$ cat src/design/slfr_pkg.sv
// slfr_pkg: shared types and byte codes of the stuffed length frame receiver
package slfr_pkg;

    // framing byte codes
    localparam logic [7:0] SOF_BYTE = 8'hA3;
    localparam logic [7:0] EOF_BYTE = 8'hA4;
    localparam logic [7:0] ESC_BYTE = 8'h1B;

    // codes that follow an escape byte
    localparam logic [7:0] SOF_CODE = 8'h01;
    localparam logic [7:0] EOF_CODE = 8'h02;
    localparam logic [7:0] ESC_CODE = 8'h03;

    // reset value of the length limit
    localparam logic [15:0] MAX_LEN_RESET = 16'd1000;

    // framing phase
    typedef enum logic [2:0] {
        PH_SOF     = 3'd0,
        PH_LEN_LO  = 3'd1,
        PH_LEN_HI  = 3'd2,
        PH_PAYLOAD = 3'd3,
        PH_EOF     = 3'd4
    } phase_t;

    // event kinds on the result channel
    typedef enum logic [1:0] {
        KIND_BYTE = 2'd0,
        KIND_DONE = 2'd1,
        KIND_DROP = 2'd2
    } kind_t;

    // received word
    typedef struct packed {
        logic [7:0] rx_byte;
    } rx_word_t;

    // event word
    typedef struct packed {
        kind_t       event_kind;
        logic [7:0]  payload_byte;
        logic [15:0] frame_length;
    } evt_word_t;

endpackage

$ cat src/design/slfr_stream_if.sv
// slfr_stream_if: valid/ready channel carrying one word of a given type
interface slfr_stream_if #(
    parameter type word_t = logic [7:0]
);
    logic  valid;
    logic  ready;
    word_t data;

    modport source (output valid, output data, input ready);
    modport sink (input valid, input data, output ready);
endinterface

$ cat src/design/stuffed_length_frame_receiver_unit.sv
// stuffed_length_frame_receiver_unit: byte unstuffing, framing and event output
//
//  channel | dir | word            | notes
//  --------+-----+-----------------+-----------------------------------------
//  rx      | in  | rx_byte[7:0]    | one raw link byte per word
//  evt     | out | kind/byte/len   | payload byte, frame done or frame drop
//  cfg     | in  | data[15:0]      | max_frame_length, always ready
//
// One word per cycle while rx ready is high: the framing state updates in the
// accept cycle and the event lands in the output register, or in the skid
// register behind it while the output word waits. The skid register keeps rx
// ready while one event waits; rx ready drops only while it is occupied.
// Reset (rst_n low, asynchronous) returns the framer to waiting for start of
// frame, clears both event valid flags and loads the length limit with 1000.
module stuffed_length_frame_receiver_unit (
    input  logic          clk,
    input  logic          rst_n,
    slfr_stream_if.sink   rx,
    slfr_stream_if.source evt,
    slfr_stream_if.sink   cfg
);

    // framing state
    slfr_pkg::phase_t    phase_reg, phase_next;
    logic                esc_reg, esc_next;
    logic [15:0]         len_reg, len_next;
    logic [15:0]         rem_reg, rem_next;
    logic [15:0]         max_len_reg;

    // output and skid registers
    logic                out_valid_reg, out_valid_next;
    slfr_pkg::evt_word_t out_data_reg, out_data_next;
    logic                skid_valid_reg, skid_valid_next;
    slfr_pkg::evt_word_t skid_data_reg, skid_data_next;

    // result of the current word
    logic                res_valid;
    slfr_pkg::evt_word_t res;
    logic                acc;

    assign rx.ready  = !skid_valid_reg;
    assign acc       = rx.valid && rx.ready;
    assign cfg.ready = 1'b1;
    assign evt.valid = out_valid_reg;
    assign evt.data  = out_data_reg;

    // length limit register
    always_ff @(posedge clk or negedge rst_n)
    begin
        if (!rst_n)
        begin
            max_len_reg <= slfr_pkg::MAX_LEN_RESET;
        end
        else if (cfg.valid && cfg.ready)
        begin
            max_len_reg <= cfg.data;
        end
    end

    // framing state register
    always_ff @(posedge clk or negedge rst_n)
    begin
        if (!rst_n)
        begin
            phase_reg <= slfr_pkg::PH_SOF;
            esc_reg   <= 1'b0;
            len_reg   <= '0;
            rem_reg   <= '0;
        end
        else if (acc)
        begin
            phase_reg <= phase_next;
            esc_reg   <= esc_next;
            len_reg   <= len_next;
            rem_reg   <= rem_next;
        end
    end

    // next framing state and event for the incoming word
    always_comb
    begin
        logic [7:0]       ch;
        slfr_pkg::phase_t ph;
        logic             skip;
        logic [15:0]      len_full;

        ch         = rx.data.rx_byte;
        ph         = phase_reg;
        skip       = 1'b0;
        len_full   = {ch, len_reg[7:0]};
        phase_next = phase_reg;
        esc_next   = esc_reg;
        len_next   = len_reg;
        rem_next   = rem_reg;
        res_valid  = 1'b0;
        res        = '{event_kind: slfr_pkg::KIND_BYTE, payload_byte: 8'h00,
                       frame_length: 16'h0000};

        // raw start of frame restarts framing
        if (ch == slfr_pkg::SOF_BYTE)
        begin
            esc_next = 1'b0;
            if (ph != slfr_pkg::PH_SOF)
            begin
                res_valid      = 1'b1;
                res.event_kind = slfr_pkg::KIND_DROP;
            end
            ph         = slfr_pkg::PH_SOF;
            phase_next = slfr_pkg::PH_SOF;
        end

        // escape handling and unstuffing
        if (ch == slfr_pkg::ESC_BYTE)
        begin
            esc_next = 1'b1;
            skip     = 1'b1;
        end
        else if (esc_reg && (ch != slfr_pkg::SOF_BYTE))
        begin
            esc_next = 1'b0;
            case (ch)
                slfr_pkg::SOF_CODE: ch = slfr_pkg::SOF_BYTE;
                slfr_pkg::EOF_CODE: ch = slfr_pkg::EOF_BYTE;
                slfr_pkg::ESC_CODE: ch = slfr_pkg::ESC_BYTE;
                default:
                begin
                    skip = 1'b1;
                    if (ph != slfr_pkg::PH_SOF)
                    begin
                        res_valid      = 1'b1;
                        res.event_kind = slfr_pkg::KIND_DROP;
                    end
                    phase_next = slfr_pkg::PH_SOF;
                end
            endcase
            len_full = {ch, len_reg[7:0]};
        end

        // phase step on the unstuffed byte
        if (!skip)
        begin
            case (ph)
                slfr_pkg::PH_LEN_LO:
                begin
                    len_next   = {8'h00, ch};
                    phase_next = slfr_pkg::PH_LEN_HI;
                end
                slfr_pkg::PH_LEN_HI:
                begin
                    len_next = len_full;
                    rem_next = len_full;
                    if (len_full == 16'h0000)
                    begin
                        phase_next = slfr_pkg::PH_EOF;
                    end
                    else if (len_full > max_len_reg)
                    begin
                        phase_next     = slfr_pkg::PH_SOF;
                        res_valid      = 1'b1;
                        res.event_kind = slfr_pkg::KIND_DROP;
                    end
                    else
                    begin
                        phase_next = slfr_pkg::PH_PAYLOAD;
                    end
                end
                slfr_pkg::PH_PAYLOAD:
                begin
                    res_valid        = 1'b1;
                    res.event_kind   = slfr_pkg::KIND_BYTE;
                    res.payload_byte = ch;
                    rem_next         = rem_reg - 16'd1;
                    if (rem_reg == 16'd1)
                    begin
                        phase_next = slfr_pkg::PH_EOF;
                    end
                end
                slfr_pkg::PH_EOF:
                begin
                    res_valid = 1'b1;
                    if (ch == slfr_pkg::EOF_BYTE)
                    begin
                        res.event_kind   = slfr_pkg::KIND_DONE;
                        res.frame_length = len_reg;
                    end
                    else
                    begin
                        res.event_kind = slfr_pkg::KIND_DROP;
                    end
                    phase_next = slfr_pkg::PH_SOF;
                end
                default:
                begin
                    if (ch == slfr_pkg::SOF_BYTE)
                    begin
                        phase_next = slfr_pkg::PH_LEN_LO;
                    end
                end
            endcase
        end
    end

    // output register with skid stage
    always_comb
    begin
        out_valid_next  = out_valid_reg;
        out_data_next   = out_data_reg;
        skid_valid_next = skid_valid_reg;
        skid_data_next  = skid_data_reg;
        if (!out_valid_reg || evt.ready)
        begin
            out_valid_next  = skid_valid_reg || (acc && res_valid);
            out_data_next   = skid_valid_reg ? skid_data_reg : res;
            skid_valid_next = 1'b0;
        end
        else if (acc && res_valid)
        begin
            skid_valid_next = 1'b1;
            skid_data_next  = res;
        end
    end

    // output control registers
    always_ff @(posedge clk or negedge rst_n)
    begin
        if (!rst_n)
        begin
            out_valid_reg  <= 1'b0;
            skid_valid_reg <= 1'b0;
        end
        else
        begin
            out_valid_reg  <= out_valid_next;
            skid_valid_reg <= skid_valid_next;
        end
    end

    // output payload registers
    always_ff @(posedge clk)
    begin
        out_data_reg  <= out_data_next;
        skid_data_reg <= skid_data_next;
    end

    // skid stage is only filled behind a waiting output word
    a_skid_behind_out: assert property (@(posedge clk) disable iff (!rst_n)
        skid_valid_reg |-> out_valid_reg)
        else $error("skid word held without output word");

    // payload phase always has bytes left
    a_rem_nonzero: assert property (@(posedge clk) disable iff (!rst_n)
        (phase_reg == slfr_pkg::PH_PAYLOAD) |-> (rem_reg != 16'd0))
        else $error("payload phase with no bytes remaining");

    // in the payload phase the remaining count never exceeds the frame length
    a_rem_bound: assert property (@(posedge clk) disable iff (!rst_n)
        (phase_reg == slfr_pkg::PH_PAYLOAD) |-> (rem_reg <= len_reg))
        else $error("remaining count above frame length");

    // payload words come only from the payload phase
    a_byte_phase: assert property (@(posedge clk) disable iff (!rst_n)
        (acc && res_valid && (res.event_kind == slfr_pkg::KIND_BYTE))
            |-> (phase_reg == slfr_pkg::PH_PAYLOAD))
        else $error("payload word outside payload phase");

    // a completed frame reports the stored length
    a_done_len: assert property (@(posedge clk) disable iff (!rst_n)
        (acc && res_valid && (res.event_kind == slfr_pkg::KIND_DONE))
            |-> ((phase_reg == slfr_pkg::PH_EOF) && (res.frame_length == len_reg)))
        else $error("frame done with wrong length or phase");

endmodule

$ cat src/flat_wrapper.sv
// flat-port wrapper written by rule: the top's interface ports become plain ports
module stuffed_length_frame_receiver_unit_flat 
  (clk, rst_n, rx_valid, rx_data, rx_ready, evt_valid, evt_data, evt_ready, cfg_valid, cfg_data, cfg_ready);
  slfr_stream_if #(.word_t(slfr_pkg::rx_word_t)) rx_i ();
  slfr_stream_if #(.word_t(slfr_pkg::evt_word_t)) evt_i ();
  slfr_stream_if #(.word_t(logic [15:0])) cfg_i ();
  input  logic clk;
  input  logic rst_n;
  input wire logic [$bits(rx_i.valid)-1:0] rx_valid;
  input wire logic [$bits(rx_i.data)-1:0] rx_data;
  output wire logic [$bits(rx_i.ready)-1:0] rx_ready;
  output wire logic [$bits(evt_i.valid)-1:0] evt_valid;
  output wire logic [$bits(evt_i.data)-1:0] evt_data;
  input wire logic [$bits(evt_i.ready)-1:0] evt_ready;
  input wire logic [$bits(cfg_i.valid)-1:0] cfg_valid;
  input wire logic [$bits(cfg_i.data)-1:0] cfg_data;
  output wire logic [$bits(cfg_i.ready)-1:0] cfg_ready;
  assign rx_i.valid = rx_valid;
  assign rx_i.data = rx_data;
  assign rx_ready = rx_i.ready;
  assign evt_valid = evt_i.valid;
  assign evt_data = evt_i.data;
  assign evt_i.ready = evt_ready;
  assign cfg_i.valid = cfg_valid;
  assign cfg_i.data = cfg_data;
  assign cfg_ready = cfg_i.ready;
  stuffed_length_frame_receiver_unit u_core (.clk(clk), .rst_n(rst_n), .rx(rx_i), .evt(evt_i), .cfg(cfg_i));
endmodule
$ cat config.mk
export PLATFORM = sky130hd
export DESIGN_NAME = stuffed_length_frame_receiver_unit_flat
export DESIGN_NICKNAME = d
export VERILOG_FILES = /design/src/design/slfr_pkg.sv /design/src/design/slfr_stream_if.sv /design/src/design/stuffed_length_frame_receiver_unit.sv /design/src/flat_wrapper.sv
export SDC_FILE = /design/constraint.sdc
export NUM_CORES = 1
export LEC_CHECK = 0
export ABC_CLOCK_PERIOD_IN_PS = 5600
export BUFFER_PORTS_ARGS = -buffer_cell sky130_fd_sc_hd__buf_2
export CELL_PAD_IN_SITES_DETAIL_PLACEMENT = 1
export CELL_PAD_IN_SITES_GLOBAL_PLACEMENT = 1
export CORE_ASPECT_RATIO = 0.7
export CORE_MARGIN = 4
export CORE_UTILIZATION = 47
export CTS_CLUSTER_SIZE = 30
export DETAILED_ROUTE_END_ITERATION = 10
export HOLD_SLACK_MARGIN = 0.02
export PLACE_DENSITY = 0.87
export SYNTH_ARGS = -nofsm -noshare
export SYNTH_HDL_FRONTEND = slang
export SYNTH_SLANG_ARGS = --single-unit
$ cat constraint.sdc
create_clock -name clk -period 5.6 [get_ports clk]
set_input_delay 0.84 -clock clk [delete_from_list [all_inputs] [get_ports clk]]
set_output_delay 0.84 -clock clk [all_outputs]
set_load 0.05 [all_outputs]
# Word-level counts from Yosys, hierarchy flattened
# Index checks and enable logic that the tools add are counted.
totals:
  latch_bits: 0
  memories: 0
  ff_bits: 106
  out_inout_bits: 29
  romBits: 0
  ram_bits: 0
op_classes:
  div_mod_pow: 0
  n_eq_ne: 13
  shift: 0
  n_reduce_logical: 20
  add_sub_neg: 1
  n_mul: 0
  muxes: 50
  magnitude_cmp: 1
  n_bitwise: 2
ops:
  columns: ["op", "count"]
  rows:
  - ["$mux 16", 4]
  - ["$pmux 16 s2", 2]
  - ["$mux 26", 2]
  - ["$eq 8x8->1 const B", 3]
  - ["$mux 3", 8]
  - ["$mux 8", 3]
  - ["$pmux 8 s3", 1]
  - ["$mux 2", 10]
  - ["$mux 1", 17]
  - ["$eq 16x1->1 const B", 1]
  - ["$eq 8x2->1 const B", 2]
  - ["$gt 16x16->1", 1]
  - ["$logic_not 16->1", 1]
  - ["$sub 16x1->16 const B", 1]
  - ["$pmux 3 s4", 1]
  - ["$reduce_bool 3->1", 3]
  - ["$eq 8x1->1 const B", 1]
  - ["$eq 8x5->1 const B", 1]
  - ["$ne 8x8->1 const B", 1]
  - ["$eq 3x2->1 const B", 2]
  - ["$pmux 2 s3", 1]
  - ["$reduce_and 3->1", 2]
  - ["$reduce_bool 2->1", 3]
  - ["$reduce_and 2->1", 2]
  - ["other kinds (9)", 14]

# Depth between registers and ports, before layout
# Gate-level depths: netlist (run 1).
logic_depth:
  word_depth: 14
  mapped_depth: 13

# Worst setup path before layout (run 1)
# OpenSTA, ideal clock, no wires.
synth_timing:
  path_kind: "input to register"
  startpoint: "input port rx_data[4]"
  endpoint: "register u_core.skid_data_reg[0] (netlist name) (enable)"
  slack_ns: 0.460
  path_stages: 13
  t_required_ns: 5.182
  arrival_ns: 4.722
  path_cell_list: "or4_1 -> buf_2 -> nor3_1 -> nor2_1 -> a21oi_1 -> inv_1 -> ha_1 -> nand2_1 -> nor4_1 -> a21boi_0 -> o31a_1 -> nand3_1 -> a21oi_1"
synth_via:
  elab_chain_cells: 13
synth_lines:
  columns: ["item", "line", "text"]
  rows:
  - ["from (decl)", "flat_wrapper.sv:10", "input wire logic [$bits(rx_i.data)-1:0] rx_data;"]
  - ["parallel branches: the longest is 10 deep, another holds $gt 16x16->1", null, null]
  - ["$mux 1 (*)", "stuffed_length_frame_receiver_unit.sv:140", "if (!skip)"]
  - ["$logic_and 1x1->1 (*)", "stuffed_length_frame_receiver_unit.sv:216", "else if (acc && res_valid)"]
  - ["$reduce_and 2->1 (no source line) (*)", null, null]
  - ["to (signal assigned)", "stuffed_length_frame_receiver_unit.sv:242", "skid_data_reg <= skid_data_next;"]
  - ["to (decl)", "stuffed_length_frame_receiver_unit.sv:34", "slfr_pkg::evt_word_t skid_data_reg, skid_data_next;"]
# Every way passes the cells marked *.
# A chain may end at the register's enable or synchronous reset.

# Worst setup path in the final report (run 1)
layout_timing:
  startpoint: "input port rx_data[4]"
  endpoint: "register u_core.skid_data_reg[6] (netlist name) (enable)"
# The elaborated chain is that of the path after synthesis.

==> results of run 1 <==
## cell type report
type,instances,area share (%)
clock inverter,7,1.270
tap,157,3.116
clock buffer,9,3.572
inverter,37,2.203
timing repair buffer,64,5.398
sequential,106,46.32
multi-input combinational,373,38.12
## where the power goes
| part | switching (mW) | internal (mW) | total, mW |
|---|---|---|---|
| registers | 0.243 | 1.08 | 1.32 |
| clock network | 0.324 | 0.319 | 0.644 |
| logic | 0.869 | 0.390 | 1.26 |
| total | 1.44 | 1.79 | 3.22 |
## Yosys cell counts, drive strengths merged (2+ instances only)
cell / number
a41oi: 2
mux2: 18
dfrtp: 48
nor4: 8
nor2b: 4
or3: 7
buf: 9
nor2: 29
a21boi: 3
nand4: 9
or2: 2
o41a: 2
and4: 3
ha: 18
a2bb2oi: 2
a21oi: 32
dfstp: 6
and2: 16
nand2b: 6
o211ai: 3
nand3: 10
nor3: 12
clkbuf: 22
o31ai: 12
a31oi: 7
nand2: 75
a22oi: 3
inv: 37
o22a: 4
edfxtp: 52
or4: 4
a21o: 3
o21ai: 45
mux2i: 2
o311ai: 6
o22ai: 6
o2bb2ai: 2
## logic make-up (layout without fill, tap and decap cells)
group                    count (synthesis)  after routing  synth area share, %
AND/OR/NAND/NOR                        189            189                17.15
AO/OA/AOI/OAI                          144            144                16.79
flip-flops                             106            106                51.90
buffers and inverters                   68            117                5.448
multiplexers                            20             20                4.492
adder cells (fa/ha/maj)                 18             18                4.003
other                                    1              1              0.06665
XOR/XNOR                                 1              1               0.1557
## final timing paths
path,startpoint,end,slack (ps),cells past startpoint
worst max-delay path,rx_data[4],u_core.skid_data_reg[6]$_DFFE_PP_,1090,13
worst min-delay path,u_core.rem_reg[14]$_DFFE_PN0P_,u_core.rem_reg[14]$_DFFE_PN0P_,500,2
worst max register to register,u_core.esc_reg$_DFFE_PN0P_,u_core.skid_data_reg[6]$_DFFE_PP_,1760,12
worst min register to register,u_core.rem_reg[14]$_DFFE_PN0P_,u_core.rem_reg[14]$_DFFE_PN0P_,500,2
max in group asynchronous,rst_n,u_core.len_reg[12]$_DFFE_PN0P_,4480,2
min in group asynchronous,rst_n,u_core.phase_reg[1]$_DFFE_PN0P_,600,2
## critical path: cells and delay by family
kind	cells	cell delay, ps
AOI/OAI and AO/OA	4	1010
and+or+nand+nor	5	1940
buffers and inverters	3	580
adders and majority gates	1	130
## routing by layer
metal  global-route usage, %  wire [um]  share of wire (%)  vias up
met3                   5.046        856                5.4       25
met5                       0          0                  0        -
met1                   32.13       7264                 46     2248
met4                   6.917        278                1.7        0
met2                   38.46       7558                 47      140
li1                        -          -                  -     2080
## stage by stage
step                cells  worst slack, ps  cell area, um^2  hold slack, ps
floorplan             547            459.9             5627           456.1
global placement      737             1117             6000           476.9
detailed placement    737            765.4             6000           483.6
CTS                   753             1123             6305           500.1
global route          753            729.3             6305           527.3
finish                753             1086             6305           495.6
==> qor.yml, run 1 <==
status: "completed"
irDropWorstVdd_v: 0.0003159
crit_path_top_delay_cell: "or4_1"
drcViolationCount: 0
synth_top_cell_by_area: "edfxtp_1"
final_core_util_pct: 53.96
diodes: 0
drt-pass1-iter-count: 5
cts_tree: "done"
post-dp-hpwl_um: 11620
slew_viol_final: 0
vias: 4493
max_freq_ghz: 0.2215
async_flop_share_pct: 50.94
layout.nets: 638
clock_path_buffers: 2
ys.warnings.count: 0
numCtsBuffers: 9
synth_ff_type: "edfxtp_1"
tightestPinTransition_ps: 1231
hold_class: "flop to flop"
routed_wl_um: 15960
cp_cell_sequence: "buf_2 -> or4_1 -> nor3_1 -> a31oi_1 -> inv_1 -> ha_1 -> nand4_1 -> nor4_1 -> a21boi_0 -> o31a_1 -> nand3_1 -> a21oi_2 -> buf_4"
hold_violations: 0
cts-root-buf: "clkbuf_16"
grt_max_degree: 55
maxCapViolations: 0
wire_per_inst_um: 21.19
grt.total_usage_pct: 23.59
ctsResizeCount: 0
fin_skew_ps: 8.384
overflow: 0
multi_input_area_um2: 2404
min_period_over_period_pct: 80.61
power_density_nw_per_um2: 511.0
layout_commonest_cell: "nand2_1"
viasPerCell: 5.967
final-setup-viol-count: 0
leakagePower_nw: 2.660
finalSetupTns_ps: 0
initial_core_util_pct: 48.15
start_kind: "input pin"
io_buffers: 56
synth_edf_count: 52
synthesis.area_um2: 5627
gp_congestion: 0.8886
synth_top_cell_area_share_pct: 27.75
synth_seq_cells: 106
clock_sinks: 106
synth.distinct_cells: 71
fp.coreArea_um2: 11690
hold_buffers: 0
fin_crit_ps: 4514
area_growth_pct: 12.05
dieArea_um2: 13810
end_kind: "flop"
io_pins: 58
clkTransAtPathRegs_ps: 70
critPathMaxStageDelay_ps: 660
final_cell_mix: "nand2_1 (74), buf_2 (56), edfxtp_1 (52)"
cp_max_fo: 26
seqCellArea_um2: 2920
syn-num-nets: 594
num_rows: 33
h-tree-depth: 3
cts_setup_buffers: 0
cp.arrival_ps: 4540
grt_pass1_vias: 4696
clk_latency_ps: 360
die_w_um: 138.8
required_ps: 5620
synthTopCellsByArea: "edfxtp_1 (28%), dfrtp_1 (21%), nand2_1 (4.9%), ha_1 (4.0%), o21ai_0 (3.6%)"
num-fill-cells: 1341
power_mw: 3.222
drt_iter0_drc: 406
relSlewSlack_pct: 17.63
synthCells: 547
syn_avg_cell_area_um2: 10.29
antenna_found_initial: 0
yosysSeqAreaShare_pct: 51.90
critPathKind: "input pin to flop"
grt_setup_unrepaired: "no"
drive_gt1_share_pct: 20.81
ant_nets: 0
grt_pass1_wl_um: 25590
dieHeight_um: 99.55
Power figures use the tool's default switching activity.
==> inputs of run 2 (changes only) <==
--- a/config.mk
+++ b/config.mk
@@ -5,7 +5,7 @@
 export SDC_FILE = /design/constraint.sdc
 export NUM_CORES = 1
 export LEC_CHECK = 0
-export ABC_CLOCK_PERIOD_IN_PS = 5600
+export ABC_CLOCK_PERIOD_IN_PS = 4650
 export BUFFER_PORTS_ARGS = -buffer_cell sky130_fd_sc_hd__buf_2
 export CELL_PAD_IN_SITES_DETAIL_PLACEMENT = 1
 export CELL_PAD_IN_SITES_GLOBAL_PLACEMENT = 1
==> constraint.sdc (replaced) <==
create_clock -name clk -period 4.65 [get_ports clk]
set_input_delay 0.6975 -clock clk [delete_from_list [all_inputs] [get_ports clk]]
set_output_delay 0.6975 -clock clk [all_outputs]
set_load 0.05 [all_outputs]
==> run 2 against run 1 <==
  * Critical path depth did not move
  * Final area rose by 0.60%
  * Combinational power rose by 21%
  * First-iteration DRC count fell by 21%
  * Sequential power rose by 20%
  * Via count rose by 1.1%
  * Count of clock-buffer cells in the layout did not move
  * Routed wire length rose by 0.76%
  * Register-to-register slack got worse by 700 ps
  * Global-route usage rose by 0.35 points
  * Power rose by 21%
  * Critical path type unchanged
==> qor.yml, run 2 (synthesis results as in run 1) <==
num_rows: 33  # unchanged
slew_viol_final: 0  # unchanged
required_ps: 4710  # -910 ps
io_buffers: 56  # unchanged
diodes: 0  # unchanged
critPathMaxStageDelay_ps: 670  # about the same
grt_setup_unrepaired: "no"
wire_per_inst_um: 21.24  # +0.23%
start_kind: "input pin"
placed_cell_area_um2: 6042  # +0.71%
whs_ps: 401.2  # -94.37 ps
min_period_over_period_pct: 89.93
gp_congestion: 0.9831  # +11%
finalSetupTns_ps: 0  # unchanged
clkTransAtPathRegs_ps: 70  # about the same
h-tree-depth: 3  # unchanged
numCtsBuffers: 9  # unchanged
max_freq_ghz: 0.2391
clk_latency_ps: 360  # about the same
cts-root-buf: "clkbuf_16"
drive_gt1_share_pct: 21.33  # +0.53 points
antenna_found_initial: 0  # unchanged
cp_num_buf_inv: 3  # unchanged
viasPerCell: 6.001  # +0.58%
io_pins: 58  # unchanged
drt-pass1-iter-count: 4  # -1
clock_sinks: 106  # unchanged
num-fill-cells: 1313  # -2.1%
final-setup-viol-count: 0  # unchanged
ant_nets: 0  # unchanged
leakagePower_nw: 2.682  # +0.83%
cp_cell_sequence: "buf_2 -> or4_1 -> nor3_1 -> a31oi_1 -> inv_1 -> ha_1 -> nand2_1 -> nor4_1 -> a21boi_0 -> o31a_1 -> nand3_1 -> a21oi_2 -> buf_12"
critPathKind: "input pin to flop"
fin_skew_ps: 8.653  # +0.2699 ps
drt_iter0_drc: 321  # -21%
layout.cells.non_filler: 757  # +0.53%
routed_wl_um: 16080  # +0.76%
hold_class: "input pin to async pin"
layout.nets: 642  # +0.63%
hold_violations: 0  # unchanged
tightestPinTransition_ps: 862.1  # -368.9 ps
hold_buffers: 0  # unchanged
grt_max_degree: 34  # -38%
fin_area_um2: 6342  # +0.60%
status: "completed"
vias: 4543  # +1.1%
fp.coreArea_um2: 11690  # unchanged
grt_pass1_wl_um: 26230  # +2.5%
initial_core_util_pct: 48.15  # unchanged
cp.arrival_ps: 4240  # -300 ps
dieArea_um2: 13810  # unchanged
dp.cells: 741  # +0.54%
maxCapViolations: 0  # unchanged
cp_max_fo: 26  # unchanged
die_w_um: 138.8  # unchanged
layout_commonest_cell: "nand2_1"
post-dp-hpwl_um: 11630  # about the same
area_growth_pct: 12.72
path_delay_family: "simple AND/OR/NAND/NOR gates"
fin_crit_ps: 4182
ctsResizeCount: 0  # unchanged
overflow: 0  # unchanged
clock_path_buffers: 2  # unchanged
relSlewSlack_pct: 42.46  # +25 points
final_cell_mix: "nand2_1 (74), buf_2 (56), edfxtp_1 (52)"
irDropWorstVdd_v: 0.0003562  # +13%
crit_path_top_delay_cell: "or4_1"
cts_setup_buffers: 0  # unchanged
dieHeight_um: 99.55  # unchanged
drcViolationCount: 0  # unchanged
power_density_nw_per_um2: 613.7  # +20%
final_core_util_pct: 54.28  # +0.32 points
grt_pass1_vias: 4803  # +2.3%
cts_tree: "done"
grt.total_usage_pct: 23.94  # +0.35 points
end_kind: "flop"
==> run 2: cell count changes in the layout (fill, tap and decap cells not counted), sizes merged <==
| cell | change |
|---|---|
| buf | +4 |
| clkinv | -1 |
| inv | +1 |
==> run 2: area by class of cell <==
| class | count | area [um^2] | area share, % |
|---|---|---|---|
| clock buffer | 9 | 225.2 | 3.551 |
| clock inverter | 7 | 75.07 | 1.184 |
| inverter | 37 | 138.9 | 2.190 |
| multi-input combinational | 373 | 2404 | 37.90 |
| sequential | 106 | 2920 | 46.04 |
| tap | 157 | 196.4 | 3.097 |
| timing repair buffer | 68 | 382.9 | 6.037 |
==> run 2: metal layers <==
metal	track usage, %	vias up	wire (um)
li1	-	2086	-
met1	32.60	2292	7392
met2	37.60	134	7433
met3	6.151	31	915
met4	8.271	0	337
met5	0	-	0
==> run 2: worst paths after layout <==
check,from,slack [ps],end,cells after the start
setup / recovery,rx_data[4],470,u_core.skid_data_reg[1]$_DFFE_PP_,13
max in group asynchronous,rst_n,3440,u_core.phase_reg[2]$_DFFE_PN0P_,2
setup reg to reg,u_core.esc_reg$_DFFE_PN0P_,1060,u_core.skid_data_reg[1]$_DFFE_PP_,12
hold reg to reg,u_core.rem_reg[14]$_DFFE_PN0P_,500,u_core.rem_reg[14]$_DFFE_PN0P_,2
hold / removal,rst_n,400,u_core.max_len_reg[0]$_DFFE_PN0P_,1
min in group clk,u_core.rem_reg[14]$_DFFE_PN0P_,500,u_core.rem_reg[14]$_DFFE_PN0P_,2
==> run 2: metrics by stage <==
stage	setup slack, ps	total power, mW
finish	468.3	3.892
global route	192.6	4.120
CTS	569.4	3.895
detailed placement	220.7	3.091
global placement	490.5	2.994
floorplan	149.6	2.627
==> run 2: report_power, final <==
group	internal [mW]	switching (mW)	total, mW
logic	0.475	1.06	1.53
registers	1.30	0.288	1.58
clock network	0.384	0.394	0.778
total	2.16	1.74	3.89
==> inputs of run 3 (changes only) <==
--- a/config.mk
+++ b/config.mk
@@ -7,6 +7,7 @@
 export LEC_CHECK = 0
 export ABC_CLOCK_PERIOD_IN_PS = 4650
 export BUFFER_PORTS_ARGS = -buffer_cell sky130_fd_sc_hd__buf_2
+export CAP_MARGIN = 20
 export CELL_PAD_IN_SITES_DETAIL_PLACEMENT = 1
 export CELL_PAD_IN_SITES_GLOBAL_PLACEMENT = 1
 export CORE_ASPECT_RATIO = 0.7
@@ -15,7 +16,7 @@
 export CTS_CLUSTER_SIZE = 30
 export DETAILED_ROUTE_END_ITERATION = 10
 export HOLD_SLACK_MARGIN = 0.02
-export PLACE_DENSITY = 0.87
+export PLACE_DENSITY_LB_ADDON = 0.1
 export SYNTH_ARGS = -nofsm -noshare
 export SYNTH_HDL_FRONTEND = slang
 export SYNTH_SLANG_ARGS = --single-unit
==> run 3 against run 2 <==
  * Final area rose by 0.14%
  * Via count fell by 1.5%
  * Utilization rose by 0.075 points
  * Worst hold slack improved by 66 ps
  * First-iteration DRC count rose by 3.1%
  * Sequential share of layout area fell by 0.064 points
  * Cell count rose by 0.13%
  * Clock power rose by 2%
  * Worst setup slack improved by 120 ps
  * Die area did not move
  * Routed wire length barely moved
==> qor.yml, run 3 (synthesis results as in run 1) <==
final_core_util_pct: 54.35  # +0.075 points
grt_setup_unrepaired: "no"
drt_iter0_drc: 331  # +3.1%
min_period_over_period_pct: 87.39  # -2.5 points
overflow: 0  # unchanged
gp_congestion: 0.8779  # -11%
maxCapViolations: 0  # unchanged
io_buffers: 56  # unchanged
swShare_pct: 43.32  # -1.3 points
hold_class: "input pin to async pin"
critPathCapture: "u_core.skid_data_reg[16]$_DFFE_PP_"
end_kind: "flop"
critPathKind: "input pin to flop"
start_kind: "input pin"
vias: 4476  # -1.5%
hold_buffers: 0  # unchanged
grt_pass1_wl_um: 25950  # -1.1%
clock_sinks: 106  # unchanged
max_freq_ghz: 0.2461  # +2.9%
final-setup-viol-count: 0  # unchanged
num_rows: 33  # unchanged
fin_crit_ps: 4064  # -118.0 ps
cp_max_fo: 26  # unchanged
cts-root-buf: "clkbuf_16"
fp.coreArea_um2: 11690  # unchanged
required_ps: 4700  # about the same
h-tree-depth: 3  # unchanged
diodes: 0  # unchanged
initial_core_util_pct: 48.15  # unchanged
ctsResizeCount: 0  # unchanged
grt.total_usage_pct: 23.87  # -0.071 points
layout_commonest_cell: "nand2_1"
share_seq_of_total_power_pct: 40.8  # about the same
wl_met1_um: 7450  # +0.78%
clock_path_buffers: 2  # unchanged
r2r-end: "u_core.skid_data_reg[16]$_DFFE_PP_"
top_layer_used: "met4"
drcViolationCount: 0  # unchanged
hold_violations: 0  # unchanged
power_frac_comb_pct: 38.9  # -0.4 points
status: "completed"
p_clk_share_pct: 20.4  # +0.4 points
fin_skew_ps: 7.185  # -1.468 ps
clkTransAtPathRegs_ps: 70  # about the same
internal-power_mw: 2.199  # +2.0%
dieHeight_um: 99.55  # unchanged
reg2reg_depth: 12  # unchanged
routed_wl_um: 16090  # about the same
irDropWorstVdd_v: 0.0002447  # -31%
p_sw_mw: 1.681  # -3.2%
cp.arrival_ps: 4120  # -120 ps
cts_setup_buffers: 0  # unchanged
power_density_nw_per_um2: 611.0  # -0.45%
r2r-start: "u_core.esc_reg$_DFFE_PN0P_"
crit_path_start: "rx_data[4]"
clk_latency_ps: 350  # about the same
grt_pass1_vias: 4687  # -2.4%
slew_viol_final: 0  # unchanged
wire_per_inst_um: 21.23  # about the same
leakagePower_nw: 2.687  # +0.19%
drt-pass1-iter-count: 5  # +1
relSlewSlack_pct: 36.88  # -5.6 points
numCtsBuffers: 9  # unchanged
die_w_um: 138.8  # unchanged
tightestPinTransition_ps: 945.8  # +83.65 ps
finalSetupTns_ps: 0  # unchanged
viasPerCell: 5.905  # -1.6%
grt_max_degree: 55  # +62%
met3WireLength_um: 818  # -11%
cts_tree: "done"
dieArea_um2: 13810  # unchanged
final_cell_mix: "nand2_1 (74), buf_2 (56), edfxtp_1 (52)"
layout.nets: 643  # +0.16%
antenna_found_initial: 0  # unchanged
ant_nets: 0  # unchanged
drive_gt1_share_pct: 21.30  # -0.035 points
ff2ff_setup_slack_ps: 1000  # -60 ps
io_pins: 58  # unchanged
post-dp-hpwl_um: 11570  # -0.51%
area_growth_pct: 12.88
dr_wl_met2_um: 7614  # +2.4%
==> run 3: changes by cell type in the layout (fill, tap and decap cells not counted) <==
cell,previous run,this run
clkinv_8,1,0
buf_4,11,12
inv_4,0,1
clkbuf_1,0,1
inv_8,3,1
bufinv_16,0,1
==> run 3: per-layer routing <==
layer / global-route usage, % / vias up
li1: - / 2080
met1: 33.86 / 2272
met2: 38.08 / 108
met3: 4.757 / 16
met4: 5.940 / 0
met5: 0 / -
==> run 3: critical path: stages <==
cell      delay, ps
buf_2           130
or4_1           540
nor3_1          440
a31oi_1         270
inv_1           150
ha_1            170
nand2_1         100
nor4_1          420
a21boi_0        260
o31a_1          310
nand3_1         180
a21oi_2         220
buf_12          220
==> run 3: power by group through the flow <==
stage / registers, mW / clock network (mW) / logic (mW)
after floorplan: 1.77 / 0 / 0.852
after global placement: 1.57 / 0 / 1.45
after detailed placement: 1.59 / 0 / 1.50
after CTS: 1.57 / 0.806 / 1.51
after global routing: 1.61 / 0.844 / 1.66
final: 1.58 / 0.790 / 1.51
==> run 3: per-stage QoR <==
stage	instance area, um^2	std cells	total power, mW	setup WS, ps	hold slack [ps]
after floorplan	5630	547	2.627	149.6	401.9
after global placement	6050	742	3.019	507.1	483.8
after detailed placement	6050	742	3.093	291.0	510.3
after CTS	6351	758	3.889	627.1	505.6
after global routing	6351	758	4.117	327.2	556.8
final	6351	758	3.880	586.3	466.9
==> run 3: how the worst min path moves through the flow <==
stage                                                 start                                 to  slack [ps]
after floorplan                                       rst_n         u_core.esc_reg$_DFFE_PN0P_         400
after global placement       u_core.rem_reg[14]$_DFFE_PN0P_     u_core.rem_reg[14]$_DFFE_PN0P_         480
after detailed placement  u_core.max_len_reg[9]$_DFFE_PN1P_  u_core.max_len_reg[9]$_DFFE_PN1P_         510
after CTS                                             rst_n      u_core.rem_reg[6]$_DFFE_PN0P_         510
after global routing                                  rst_n      u_core.rem_reg[6]$_DFFE_PN0P_         560
final                                                 rst_n      u_core.rem_reg[7]$_DFFE_PN0P_         470
==> run 3: area by class of cell <==
cell class	count	area (um^2)
multi-input combinational	373	2404
sequential	106	2920
clock buffer	10	229.0
timing repair buffer	69	390.4
clock inverter	6	72.57
fill	1299	5334
tap	157	196.4
inverter	37	138.9
